`src/design/kvd_pkg.sv`:
```
`default_nettype none

package kvd_pkg;

   // Bytes in each big-endian length field
   localparam int unsigned LENGTH_BYTES = 4;

   localparam int unsigned CSR_INDEX_WIDTH = 3;

   typedef enum logic [2:0] {
      PH_OPCODE = 3'd0,
      PH_KEYLEN = 3'd1,
      PH_KEY    = 3'd2,
      PH_VALLEN = 3'd3,
      PH_VALUE  = 3'd4
   } phase_type;

   typedef enum logic [2:0] {
      CMD_PUT   = 3'd0,
      CMD_GET   = 3'd1,
      CMD_DEL   = 3'd2,
      CMD_TAKE  = 3'd3,
      CMD_STATS = 3'd4
   } cmd_type;

   typedef enum logic [CSR_INDEX_WIDTH-1:0] {
      CSR_OP_PUT   = 3'd0,
      CSR_OP_DEL   = 3'd1,
      CSR_OP_GET   = 3'd2,
      CSR_OP_TAKE  = 3'd3,
      CSR_OP_STATS = 3'd4
   } csr_index_type;

   typedef struct packed {
      logic [7:0] op_put;
      logic [7:0] op_del;
      logic [7:0] op_get;
      logic [7:0] op_take;
      logic [7:0] op_stats;
   } opcodes_type;

   typedef struct packed {
      logic [2:0]  field_kind;
      logic [7:0]  data_byte;
      logic [2:0]  command;
      logic        command_done;
      logic [31:0] key_len_out;
      logic [31:0] value_len_out;
      logic        error;
   } result_type;

endpackage

`default_nettype wire

```
`src/design/kv_command_deframer.sv`:
```
`default_nettype none
// Channel  Ports                      Direction  Moves
// req      req_valid/ready, in_byte   in         one stream byte per transaction
// rsp      rsp_valid/ready, fields    out        one tagged result per byte
// csr      csr_valid/ready, index     in         one opcode register write
//
// One byte per cycle sustained while rsp is ready; an accepted byte is held in the
// input register, then loaded into the result register, which drives rsp.
// The parser state updates once per byte as it moves into the result register.
// Reset clears the parser to the opcode phase and loads default opcodes.
// A stalled rsp holds the result; req still takes one more byte into the
// input register, then stalls.

module kv_command_deframer import kvd_pkg::*; (
   input  wire logic                       clock,
   input  wire logic                       reset,
   input  wire logic                       req_valid,
   output      logic                       req_ready,
   input  wire logic [7:0]                 req_in_byte,
   output      logic                       rsp_valid,
   input  wire logic                       rsp_ready,
   output      logic [2:0]                 rsp_field_kind,
   output      logic [7:0]                 rsp_data_byte,
   output      logic [2:0]                 rsp_command,
   output      logic                       rsp_command_done,
   output      logic [31:0]                rsp_key_len_out,
   output      logic [31:0]                rsp_value_len_out,
   output      logic                       rsp_error,
   input  wire logic                       csr_valid,
   output      logic                       csr_ready,
   input  wire logic [CSR_INDEX_WIDTH-1:0] csr_index,
   input  wire logic [7:0]                 csr_data
);

   opcodes_type opcodes;
   result_type  result;
   result_type  out_ff;

   logic       in_valid_ff;
   logic [7:0] in_byte_ff;
   logic       out_valid_ff;
   logic       advance;

   assign csr_ready = 1'b1;
   assign advance   = in_valid_ff && (!out_valid_ff || rsp_ready);
   assign req_ready = !in_valid_ff || advance;

   kvd_csr u_csr (
      .clock     (clock),
      .reset     (reset),
      .csr_valid (csr_valid),
      .csr_index (csr_index),
      .csr_data  (csr_data),
      .opcodes   (opcodes)
   );

   kvd_parser u_parser (
      .clock   (clock),
      .reset   (reset),
      .advance (advance),
      .in_byte (in_byte_ff),
      .opcodes (opcodes),
      .result  (result)
   );

   always_ff @(posedge clock) begin
      if (reset) begin
         in_valid_ff <= 1'b0;
      end else if (req_ready) begin
         in_valid_ff <= req_valid;
      end
   end

   always_ff @(posedge clock) begin
      if (req_valid && req_ready) in_byte_ff <= req_in_byte;
   end

   always_ff @(posedge clock) begin
      if (reset) begin
         out_valid_ff <= 1'b0;
      end else if (advance) begin
         out_valid_ff <= 1'b1;
      end else if (rsp_ready) begin
         out_valid_ff <= 1'b0;
      end
   end

   always_ff @(posedge clock) begin
      if (advance) out_ff <= result;
   end

   assign rsp_valid         = out_valid_ff;
   assign rsp_field_kind    = out_ff.field_kind;
   assign rsp_data_byte     = out_ff.data_byte;
   assign rsp_command       = out_ff.command;
   assign rsp_command_done  = out_ff.command_done;
   assign rsp_key_len_out   = out_ff.key_len_out;
   assign rsp_value_len_out = out_ff.value_len_out;
   assign rsp_error         = out_ff.error;

`ifndef SYNTHESIS
   a_error_shape: assert property (@(posedge clock) disable iff (reset)
      rsp_valid && rsp_error |-> rsp_field_kind == PH_OPCODE && rsp_command == CMD_PUT
         && !rsp_command_done && rsp_key_len_out == '0 && rsp_value_len_out == '0)
      else $error("error result carries command state");

   a_vlen_early: assert property (@(posedge clock) disable iff (reset)
      rsp_valid && (rsp_field_kind == PH_OPCODE || rsp_field_kind == PH_KEYLEN
         || rsp_field_kind == PH_KEY) |-> rsp_value_len_out == '0)
      else $error("value length set before value length field");

   a_value_put_only: assert property (@(posedge clock) disable iff (reset)
      rsp_valid && (rsp_field_kind == PH_VALLEN || rsp_field_kind == PH_VALUE)
         |-> rsp_command == CMD_PUT)
      else $error("value field outside a put command");

   a_no_stall_when_empty: assert property (@(posedge clock) disable iff (reset)
      !rsp_valid |-> req_ready)
      else $error("input stalled with empty result register");
`endif

endmodule

`default_nettype wire

```
`src/design/kvd_csr.sv`:
```
`default_nettype none

module kvd_csr import kvd_pkg::*; (
   input  wire logic                       clock,
   input  wire logic                       reset,
   input  wire logic                       csr_valid,
   input  wire logic [CSR_INDEX_WIDTH-1:0] csr_index,
   input  wire logic [7:0]                 csr_data,
   output opcodes_type                     opcodes
);

   opcodes_type opcodes_ff;
   opcodes_type opcodes_in;

   always_comb begin
      opcodes_in = opcodes_ff;
      if (csr_valid) begin
         case (csr_index)
            CSR_OP_PUT:   opcodes_in.op_put   = csr_data;
            CSR_OP_DEL:   opcodes_in.op_del   = csr_data;
            CSR_OP_GET:   opcodes_in.op_get   = csr_data;
            CSR_OP_TAKE:  opcodes_in.op_take  = csr_data;
            CSR_OP_STATS: opcodes_in.op_stats = csr_data;
            default:      opcodes_in = opcodes_ff; // drop writes beyond the list
         endcase
      end
   end

   always_ff @(posedge clock) begin
      if (reset) begin
         opcodes_ff.op_put   <= 8'd11;
         opcodes_ff.op_del   <= 8'd12;
         opcodes_ff.op_get   <= 8'd13;
         opcodes_ff.op_take  <= 8'd14;
         opcodes_ff.op_stats <= 8'd21;
      end else begin
         opcodes_ff <= opcodes_in;
      end
   end

   assign opcodes = opcodes_ff;

endmodule

`default_nettype wire

```
`src/design/kvd_parser.sv`:
```
`default_nettype none

module kvd_parser import kvd_pkg::*; (
   input  wire logic        clock,
   input  wire logic        reset,
   input  wire logic        advance,
   input  wire logic [7:0]  in_byte,
   input  wire opcodes_type opcodes,
   output result_type       result
);

   phase_type   phase_ff,  phase_in;
   cmd_type     cmd_ff,    cmd_in;
   logic [31:0] count_ff,  count_in;
   logic [31:0] klen_ff,   klen_in;
   logic [31:0] vlen_ff,   vlen_in;

   logic [31:0] count_inc;
   logic [2:0]  kind;
   logic        done;
   logic        err;

   assign count_inc = count_ff + 32'd1;

   always_comb begin
      phase_in = phase_ff;
      cmd_in   = cmd_ff;
      count_in = count_ff;
      klen_in  = klen_ff;
      vlen_in  = vlen_ff;
      kind     = PH_OPCODE;
      done     = 1'b0;
      err      = 1'b0;

      case (phase_ff)
         PH_KEYLEN: begin
            kind     = PH_KEYLEN;
            klen_in  = {klen_ff[23:0], in_byte};
            count_in = count_inc;
            if (count_inc >= 32'(LENGTH_BYTES)) begin
               count_in = '0;
               if (klen_in == '0) begin
                  if (cmd_ff == CMD_PUT) phase_in = PH_VALLEN;
                  else done = 1'b1;
               end else begin
                  phase_in = PH_KEY;
               end
            end
         end
         PH_KEY: begin
            kind     = PH_KEY;
            count_in = count_inc;
            if (count_inc >= klen_ff) begin
               if (cmd_ff == CMD_PUT) begin
                  phase_in = PH_VALLEN;
                  count_in = '0;
               end else begin
                  done = 1'b1;
               end
            end
         end
         PH_VALLEN: begin
            kind     = PH_VALLEN;
            vlen_in  = {vlen_ff[23:0], in_byte};
            count_in = count_inc;
            if (count_inc >= 32'(LENGTH_BYTES)) begin
               count_in = '0;
               if (vlen_in == '0) done = 1'b1;
               else phase_in = PH_VALUE;
            end
         end
         PH_VALUE: begin
            kind     = PH_VALUE;
            count_in = count_inc;
            if (count_inc >= vlen_ff) done = 1'b1;
         end
         default: begin
            // opcode phase, also for codes that mean nothing
            kind     = PH_OPCODE;
            count_in = '0;
            klen_in  = '0;
            vlen_in  = '0;
            phase_in = PH_KEYLEN;
            if (in_byte == opcodes.op_put)        cmd_in = CMD_PUT;
            else if (in_byte == opcodes.op_get)   cmd_in = CMD_GET;
            else if (in_byte == opcodes.op_del)   cmd_in = CMD_DEL;
            else if (in_byte == opcodes.op_take)  cmd_in = CMD_TAKE;
            else if (in_byte == opcodes.op_stats) cmd_in = CMD_STATS;
            else begin
               cmd_in = CMD_PUT;
               err    = 1'b1;
            end
            if (!err && cmd_in == CMD_STATS) done = 1'b1;
         end
      endcase
   end

   always_comb begin
      result.field_kind    = kind;
      result.data_byte     = in_byte;
      result.command       = cmd_in;
      result.command_done  = done;
      result.key_len_out   = klen_in;
      result.value_len_out = vlen_in;
      result.error         = err;
   end

   always_ff @(posedge clock) begin
      if (reset) begin
         phase_ff <= PH_OPCODE;
         cmd_ff   <= CMD_PUT;
         count_ff <= '0;
         klen_ff  <= '0;
         vlen_ff  <= '0;
      end else if (advance) begin
         if (done || err) begin
            // command finished or rejected: back to the opcode phase
            phase_ff <= PH_OPCODE;
            cmd_ff   <= CMD_PUT;
            count_ff <= '0;
            klen_ff  <= '0;
            vlen_ff  <= '0;
         end else begin
            phase_ff <= phase_in;
            cmd_ff   <= cmd_in;
            count_ff <= count_in;
            klen_ff  <= klen_in;
            vlen_ff  <= vlen_in;
         end
      end
   end

endmodule

`default_nettype wire
```
`config.mk`:
```
export PLATFORM = sky130hd
export DESIGN_NAME = kv_command_deframer
export DESIGN_NICKNAME = d
export VERILOG_FILES = /design/src/design/kvd_pkg.sv /design/src/design/kv_command_deframer.sv /design/src/design/kvd_csr.sv /design/src/design/kvd_parser.sv
export SDC_FILE = /design/constraint.sdc
export NUM_CORES = 1
export LEC_CHECK = 0
export BUFFER_PORTS_ARGS = -buffer_cell sky130_fd_sc_hd__buf_4
export CAP_MARGIN = 20
export CORE_MARGIN = 2
export CORE_UTILIZATION = 60
export DETAILED_ROUTE_END_ITERATION = 16
export GPL_TIMING_DRIVEN = 0
export PLACE_DENSITY = 0.85
export SYNTH_ARGS = -nofsm -noshare
export SYNTH_HDL_FRONTEND = slang
export SYNTH_SLANG_ARGS = --single-unit
```
`constraint.sdc`:
```
create_clock -name clock -period 5.7 [get_ports clock]
set_clock_uncertainty 0.15 [all_clocks]
set_input_delay 0.57 -clock clock [delete_from_list [all_inputs] [get_ports clock]]
set_output_delay 0.57 -clock clock [all_outputs]
set_load 0.01 [all_outputs]
```
== Word level (Yosys, flattened, before mapping) ==
Cells that the tools add are included.

* Add/sub/neg operators: 1
* Order comparisons: 3
* Equality and inequality tests: 19
* Multiplexer cells: 44
* Reduce and logical (&&, ||, !) cells: 24

{| class="wikitable"
|+ Operator list
! cell !! count
|-
| $mux W32 || 6
|-
| $pmux W32 S2 || 2
|-
| $pmux W32 S3 || 1
|-
| $ge A32 B32 Y1 || 2
|-
| $logic_not A32 Y1 || 2
|-
| $mux W3 || 15
|-
| $eq A8 B8 Y1 || 5
|-
| $add A32 B1 Y32 const B || 1
|-
| $ge A32 B3 Y1 const B || 1
|-
| $pmux W3 S4 || 2
|-
| $mux W1 || 17
|-
| $eq A3 B2 Y1 const B || 4
|-
| $reduce_and A2 Y1 || 5
|-
| $eq A3 B3 Y1 const B || 3
|-
| $ne A3 B1 Y1 const B || 3
|-
| $eq A3 B1 Y1 const B || 2
|-
| $logic_not A3 Y1 || 2
|-
| $reduce_and A6 Y1 || 1
|-
| $reduce_or A3 Y1 || 2
|-
| $pmux W1 S4 || 1
|-
| $reduce_or A4 Y1 || 1
|-
| $logic_and A1 B1 Y1 || 3
|-
| $logic_not A1 Y1 || 3
|-
| $logic_or A1 B1 Y1 || 3
|-
| 4 further kinds || 4
|}

* Register bits after elaboration: 232
* Input port bits: 24
* Output and inout bits: 83
* Logic and storage cells: 111

== Depth between registers and ports, before layout ==
Gate-level depths: netlist (run 1).

* Depth in word-level cells: 14
* Gate-level depth with buffers: 19

== By module ==
From an unflattened synthesis (run 1), not the netlist that was laid out.

* Cells, all modules: 1,321
* Area total of the unflattened synthesis: 12,475.7 um^2

{| class="wikitable"
|+ By module, submodules not included
! module !! times used !! cells an instance !! area an instance (um^2) !! seq. area each (um^2)
|-
| kvd_parser || 1 || 1,067 || 8,080.2 || 2,042.0
|-
| kv_command_deframer || 1 || 100 || 2,757.6 || 2,682.6
|-
| kvd_csr || 1 || 154 || 1,637.8 || 800.8
|}

== Worst setup path before layout (run 1) ==
OpenSTA, ideal clock, no wires.

* Path kind: register to register
* From: reg u_parser.count_ff[0]
* To: reg u_parser.cmd_ff[0]
* Setup time: 77 ps
* Data arrival time: 4,628 ps
* Data required time: 5,473 ps
* Slack: 846 ps
* Stages on the path, launching flop included: 17
* Period minus slack after synthesis: 4,854 ps
* Cells stage by stage: dfxtp_1 > ha_1 > nand3_1 > nor4_1 > nand3_1 > xnor2_1 > ha_1 > and4_1 > a221o_1 > a2111oi_0 > o21ai_0 > a221oi_1 > o211ai_4 > nor2_2 > buf_2 > nand3_1 > a21oi_1

* Word-level cells in the longest chain between the ends: 6
* Elaborated cells on any way between the ends: 11
* Those cells by class: add/sub (1); order compare (3); mux (6); reduce/logical (1)

{| class="wikitable"
|+ Ends and longest elaborated chain
! element !! line !! RTL
|-
| start: declaration || kvd_parser.sv:14 || <nowiki>logic [31:0] count_ff, count_in;</nowiki>
|-
| start signal: assignment || kvd_parser.sv:126 || <nowiki>count_ff <= count_in;</nowiki>
|-
| $add A32 B1 Y32 (*) || kvd_parser.sv:23 || <nowiki>assign count_inc = count_ff + 32'd1;</nowiki>
|-
| $ge A32 B32 Y1 (tied with other cells) || kvd_parser.sv:75 || <nowiki>if (count_inc >= vlen_ff) done = 1'b1;</nowiki>
|-
| $mux W1 (on tied branches) || n/a ||
|-
| $pmux W1 S4 (*) || kvd_parser.sv:35 || <nowiki>case (phase_ff)</nowiki>
|-
| $logic_or A1 B1 Y1 (*) || kvd_parser.sv:116 || <nowiki>if (done || err) begin</nowiki>
|-
| $mux W3 (*) || kvd_parser.sv:116 ||
|-
| end signal: assignment || kvd_parser.sv:125 || <nowiki>cmd_ff <= cmd_in;</nowiki>
|-
| end: declaration || kvd_parser.sv:13 || <nowiki>cmd_type cmd_ff, cmd_in;</nowiki>
|}

Mark *: on every way between the ends. The rest lies on a longest branch, timed or not.
A chain may end at the register's enable or synchronous reset.

== Worst setup path in the final report (run 1) ==
* From: reg u_parser.count_ff[7]
* To: reg u_parser.vlen_ff[27]

* Word-level cells in the longest chain between the ends: 6
* Elaborated cells on any way between the ends: 11
* Those cells by class: add/sub (1); order compare (3); mux (6); reduce/logical (1)

{| class="wikitable"
|+ Ends and longest elaborated chain
! element !! line !! RTL
|-
| $add A32 B1 Y32 (*) || kvd_parser.sv:23 ||
|-
| $ge A32 B32 Y1 (tied with other cells) || kvd_parser.sv:75 ||
|-
| $mux W1 (on tied branches) || n/a ||
|-
| $pmux W1 S4 (*) || kvd_parser.sv:35 ||
|-
| $logic_or A1 B1 Y1 (*) || kvd_parser.sv:116 ||
|-
| $mux W32 (*) || kvd_parser.sv:116 ||
|-
| end signal: assignment || kvd_parser.sv:128 || <nowiki>vlen_ff <= vlen_in;</nowiki>
|-
| end: declaration || kvd_parser.sv:16 || <nowiki>logic [31:0] vlen_ff, vlen_in;</nowiki>
|}

Marks and branches as above.

==> run_results.csv, run 1 <==
group,metric,value,unit
clock_network,cts.root.buffer_cell,"clkbuf_16",
floorplanning,num_io_pins,107,
pwr,vdd_drop_max,0.194,mV
drt,drt_iter0_drc,856,
floorplanning,die_area,20800,sq um
yosys,synth_area_leaders,"dfxtp_1, edfxtp_1, ha_1",
drt,ant_nets,0,
clock_network,cts_buffers,23,
timing,fin_ws,0.301,ns
timing,fin_crit,5.40,ns
run_status,status,"finished clean",
critical_path,r2r_slack,0.30,ns
yosys,synth-edff-count,88,
yosys,syn_area,11800,sq um
yosys,synth_largest_area_cell,"dfxtp_1",
yosys,synth_cells,1251,
yosys,synthFlopType,"dfxtp_1",
floorplanning,rows,51,
floorplanning,initial_core_util,60.8,%
critical_path,max_stage_delay,0.63,ns
yosys,synthAdderAreaFrac,6.89,%
grt,antenna_found_initial,0,
placement,pre_cts_slack,-0.821,ns
critical_path,critical_path_class,"flip-flop to flip-flop",
yosys,synthXorXnorAreaFrac,5.57,%
layout,antenna_cells,0,
drt,drc,0,
placement,hpwl,22500,um
yosys,synth_top_area_share,24.4,%
yosys,async_flop_share,0,%
floorplanning,die_y,144,um
timing,finalMaxSlewViolations,0,
drt,vias,10200,
floorplanning,die_x,144,um
yosys,synth_commonest_cells,"nand2_1, dfxtp_1, nor2_1",
timing,finalHoldViolCount,0,
worst_hold_path,hold_class,"input port to flip-flop",
yosys,synthDistinctLibCells,68,
critical_path,critPathLaunchType,"flip-flop",
layout,stdcell_count,1667,
timing,final.period_utilization,94.7,%
yosys,ys_ff_latch,232,
critical_path,crit_path_max_fanout,10,
yosys,synth_simple_gate_area_share,18.0,%
clock_network,htreeDepth,1,
clock_network,clock_path_buffers,3,
job,cap_violations,0,
clock_network,clk_pin_slew,0.07,ns
yosys,muxShareOfSynthArea,0.604,%
drt,drt_first_pass_iters,5,
grt,grt_overflow,0,
floorplanning,core_area,19400,sq um
timing,tightest_slew,0.826,ns
yosys,synth_compound_area_share,16.6,%
timing,tns,0,ns
clock_network,cts_sinks,232,
timing,rsz0062_at_grt,"no",
placement,placed_cells_incl_taps,1622,
grt,grt_max_degree,45,
yosys,ys_warn_count,0,
drt,vias_per_cell,6.13,
yosys,synth_top_family_by_area,"simple AND/OR/NAND/NOR gates",
pwr,p_leak,5.39,nW
grt,grt_usage,30.6,%
critical_path,cp.required,6.00,ns
pwr,power.density,262,nW/um^2
placement,routabilityCongestion,0.964,
layout,area_growth,17.4,%
critical_path,path_cells,"buf_4 -> nand4_4 -> or4_4 -> nor2_1 -> nor2b_1 -> or2_2 -> ha_1 -> and4_1 -> a221o_1 -> a2111oi_1 -> o21ai_1 -> a221oi_4 -> o211ai_4 -> nor2_4 -> clkbuf_4 -> nand3_1 -> a21oi_1",
placement,portBuffers,104,
clock_network,clk_latency,0.53,ns
critical_path,cp_slowest_cell,"or4_4",
yosys,ys_seq_area_share,46.8,%
timing,slew_headroom,44.9,%
timing,fmax,0.185,GHz
grt,grt_pass1_vias,9493,
yosys,synth_nets,1340,
drt,avgRoutedWirePerCell,19.2,um
yosys,avgSynthCellArea,9.43,sq um
layout,nets,1474,
critical_path,cp.arrival,5.70,ns
layout,layout-drive-gt1-share,13.6,%
grt,grt_pass1_wl,49800,um
drt,routed_wl,32000,um
clock_network,hold_buffers,0,
clock_network,cts_tree,"done",
timing,finalSetupViolCount,0,
yosys,synth_most_common_cell,"nand2_1",
critical_path,end_kind,"flip-flop",
[power by group]
part	total, mW	internal [mW]	switching [mW]
combinational	0.271	0.0861	0.185
clock	1.59	0.935	0.658
sequential	1.77	1.75	0.0137
total	3.63	2.77	0.857
[cells by family after synthesis]
group	after synthesis
simple gates	435
fa+ha+maj	65
flops	232
xor+xnor	75
other cells	1
mux	7
buf+inv	158
compound gates	278
[flip-flops by register name, indices dropped and copies added (netlist names)]
register           count
u_parser.vlen_ff      32
u_parser.phase_ff      3
u_parser.klen_ff      32
u_csr.opcodes         40
rsp_value_len_out     32
rsp_data_byte          8
u_parser.count_ff     32
rsp_error              1
in_byte_ff             8
rsp_field_kind         3
rsp_key_len_out       32
u_parser.cmd_ff        3
rsp_command_done       1
rsp_valid              1
rsp_command            3
in_valid_ff            1
[layout by cell type, fill, tap and decap left out, types with 6 or more instances in the layout]
cell         n
nand4_1     27
buf_2       12
a21o_1      11
nor2_1      94
and3_1       6
nand3b_1    12
nand2_1    147
dfxtp_1    143
nand3_1     58
edfxtp_1    88
a22oi_1     49
a21oi_1     90
buf_4      112
a31oi_1      6
and2_1       7
ha_1        65
o21ai_1      6
a22o_1      66
clkbuf_16   23
a32oi_1      6
nor3_1      14
mux2i_1      6
nor2b_1      9
inv_1       72
nand2b_1     8
nor4_1      26
xor2_1      35
clkbuf_1    66
xnor2_1     37
a211o_1      7
o21ai_0     11
[worst paths after layout]
check                                     startpoint                    to  cells past startpoint
worst max register to register  u_parser.count_ff[7]  u_parser.vlen_ff[27]                     17
worst min register to register         in_byte_ff[3]      rsp_data_byte[3]                      0
worst min-delay path                  req_in_byte[2]         in_byte_ff[2]                      1
worst max-delay path            u_parser.count_ff[7]  u_parser.vlen_ff[27]                     17
[per-layer routing]
metal | vias up | track usage (%) | wire length, um
li1 | 4773 | - | -
met1 | 4840 | 41.6 | 13400
met2 | 516 | 50.1 | 14800
met3 | 89 | 4.04 | 2640
met4 | 0 | 12.1 | 1130
met5 | - | 0 | 0
[critical path, delay by kind of cell, from the launching register on]
kind,cells,cell delay [ns]
simple gates,8,2.20
compound gates,6,1.85
buf+inv,2,0.50
flops,1,0.32
fa+ha+maj,1,0.30
[repair_timing]
action,in CTS,in global routing
pin swaps,2,0
buffers inserted,3,0
resized for setup,9,6
endpoints found under the setup margin,103,102
[through the flow]
stage	power (mW)	hold WS (ns)	utilization [%]	area, sq um
3_3_place_gp	2.06	0.276	66.6	12900
3_5_place_dp	2.06	0.282	66.8	13000
4_1_cts	3.63	0.0593	71.2	13800
6_report	3.63	0.0670	71.4	13800
2_1_floorplan	1.95	0.274	-	11800
5_1_grt	3.72	0.0598	71.4	13800
[area by class of cell]
type                       instances  area, sq um
tap                              265          332
clock inverter                    14          195
inverter                          72          270
buffer                            86          377
fill                            1426         5550
clock buffer                      28          594
timing repair buffer             109          843
multi-input combinational        861         5710
sequential                       232         5530
No activity file was read; power rests on OpenSTA's default activity.
==> run 2: changes to the inputs <==
Settings changed: CAP_MARGIN 20 to unset, SYNTH_HIERARCHICAL set to 1.
==> run 2 against run 1 <==
Synthesized cell count is 5.6% higher. Global-route usage is 0.51 points higher. Critical endpoint is now u_parser/count_ff[4]. Die area is 5.6% higher. Hold slack worse by 0.011 ns. Routed wire length is 8.9% higher. Worst setup slack worse by 0.0045 ns. Count of clock-buffer cells in the layout is 7 higher. Via count is 7.3% higher. Final cell count is 4.4% higher.
==> run_results.csv, run 2 <==
group,metric,value,unit
clock_network,hold_buffers,0,
timing,finalSetupViolCount,0,
clock_network,clk_latency,0.55,ns
timing,final.period_utilization,94.8,%
drt,drt_iter0_drc,1272,
floorplanning,core_area,20300,sq um
clock_network,ctsResizeCount,3,
placement,portBuffers,105,
timing,slew_headroom,35.8,%
floorplanning,num_io_pins,107,
pwr,power.internal,2.72,mW
pwr,power.density,244,nW/um^2
drt,routed_wl,34900,um
layout,final_util,71.2,%
floorplanning,initial_core_util,61.5,%
layout,layout-drive-gt1-share,14.6,%
clock_network,cts_tree,"done",
drt,drc,0,
layout,mostFrequentLayoutCell,"dfxtp_1",
floorplanning,rows,52,
critical_path,crit_path_max_fanout,10,
drt,drt_first_pass_iters,5,
job,cap_violations,0,
yosys,ys_ff_latch,232,
layout,largest_reg_flops,40,
pwr,p_seq_share,50.0,%
critical_path,cp.required,5.98,ns
placement,routabilityCongestion,0.982,
yosys,synth_most_common_cell,"dfxtp_1",
yosys,synth_top_area_share,23.1,%
critical_path,critPathLaunchType,"flip-flop",
clock_network,cts.root.buffer_cell,"clkbuf_16",
clock_network,clk_pin_slew,0.06,ns
yosys,synth_cells,1321,
clock_network,cts_buffers,24,
grt,grt_pass1_wl,54300,um
yosys,avgSynthCellArea,9.44,sq um
layout,mostFrequentLayoutCells,"dfxtp_1, nand2_1, buf_4",
yosys,synth_nets,1410,
floorplanning,die_y,148,um
yosys,synthFlopType,"dfxtp_1",
pwr,p_comb_share,6.0,%
grt,grt_pass1_vias,10400,
clock_network,htreeDepth,1,
critical_path,end_kind,"flip-flop",
timing,finalHoldViolCount,0,
pwr,vdd_drop_max,0.209,mV
drt,vias_per_cell,6.30,
yosys,synth-edff-count,88,
yosys,ys_warn_count,6,
layout,antenna_cells,0,
timing,rsz0062_at_grt,"no",
yosys,synth_largest_area_cell,"dfxtp_1",
timing,tightest_slew,0.963,ns
drt,vias,11000,
timing,timing.hold.ws,0.0561,ns
floorplanning,die_area,22000,sq um
grt,antenna_found_initial,0,
grt,grt_overflow,0,
timing,fmax,0.185,GHz
pwr,p_leak,5.61,nW
yosys,synth_area_leaders,"dfxtp_1, edfxtp_1, ha_1",
pwr,clkPwrFrac,44.1,%
worst_hold_path,hold_class,"input port to flip-flop",
timing,finalMaxSlewViolations,0,
clock_network,clock_path_buffers,3,
pwr,switchingPower,803,uW
clock_network,post_cts_buffers,0,
yosys,ys_seq_area_share,44.3,%
critical_path,cp.arrival,5.69,ns
layout,area_growth,15.9,%
drt,avgRoutedWirePerCell,20.0,um
critical_path,critical_path_class,"flip-flop to flip-flop",
drt,ant_nets,0,
grt,grt_max_degree,76,
layout,nets,1542,
placement,hpwl,25200,um
run_status,status,"finished clean",
yosys,syn_area,12500,sq um
timing,fin_crit,5.40,ns
floorplanning,die_x,148,um
pwr,switching_share,22.8,%
yosys,async_flop_share,0,%
yosys,synthDistinctLibCells,78,
grt,grt_usage,31.1,%
yosys,synth_commonest_cells,"dfxtp_1, nand2_1, a21oi_1",
clock_network,cts_sinks,232,
==> run 2: cell families after synthesis <==
group	after synthesis	share of synthesized area [%]
fa+ha+maj	65	6.52
simple gates	444	18.8
xor+xnor	69	4.84
mux	43	3.45
buf+inv	175	6.10
other cells	1	0.0301
flops	232	44.3
compound gates	292	16.0
==> run 2: layout make-up <==
| type | count | area, sq um |
|---|---|---|
| sequential | 232 | 5530 |
| buffer | 103 | 492 |
| clock inverter | 9 | 96.3 |
| multi-input combinational | 914 | 6220 |
| inverter | 72 | 270 |
| tap | 270 | 338 |
| fill | 1518 | 5850 |
| timing repair buffer | 106 | 816 |
| clock buffer | 35 | 693 |
==> run 2: layer usage <==
| layer | global-route usage [%] | vias to the layer above | share of wire [%] |
|---|---|---|---|
| met5 | 0 | - | 0 |
| met4 | 15.7 | 0 | 5.0 |
| met3 | 5.25 | 137 | 10 |
| met2 | 51.6 | 588 | 46 |
| met1 | 39.5 | 5190 | 39 |
| li1 | - | 5051 | - |
==> run 2: stage by stage <==
step	TNS (ns)	power, mW	cell area (sq um)	setup slack, ns	cells
after floorplan	0	1.91	12500	1.22	1321
after global placement	-27.62	2.00	13600	-0.382	1696
after detailed placement	-26.79	2.01	13600	-0.363	1697
after CTS	0	3.54	14400	0.0914	1741
after global routing	0	3.62	14500	0.0631	1741
final	0	3.53	14500	0.297	1741
==> run 2: path summary, 6_finish.rpt <==
kind | from | to | slack (ns) | cells after the start
max | u_parser/count_ff[0] | u_parser/count_ff[4] | 0.30 | 16
min | req_in_byte[6] | in_byte_ff[6] | 0.06 | 1
max reg2reg | u_parser/count_ff[0] | u_parser/count_ff[4] | 0.30 | 16
min reg2reg | u_parser/cmd_ff[1] | u_parser/cmd_ff[1] | 0.33 | 2
==> run 2: critical path, stage by stage, from the launching register on <==
cell and delay (ns):
dfxtp_1 0.60, ha_1 0.42, and3_1 0.28, nand4_1 0.14, nor4b_2 0.55, xor2_1 0.46, ha_1 0.35, a21oi_1 0.16
a21oi_1 0.08, o311a_1 0.34, o21a_1 0.19, a31oi_1 0.32, o2111ai_1 0.31, a21oi_2 0.43, buf_4 0.26, nand2_1 0.07
a21oi_1 0.19
==> run 2: power by group through the flow <==
stage / clock network [mW] / logic (mW) / registers, mW
floorplan: 0 / 0.102 / 1.81
global placement: 0 / 0.201 / 1.80
detailed placement: 0 / 0.206 / 1.80
CTS: 1.57 / 0.208 / 1.76
global route: 1.63 / 0.223 / 1.76
finish: 1.55 / 0.210 / 1.76
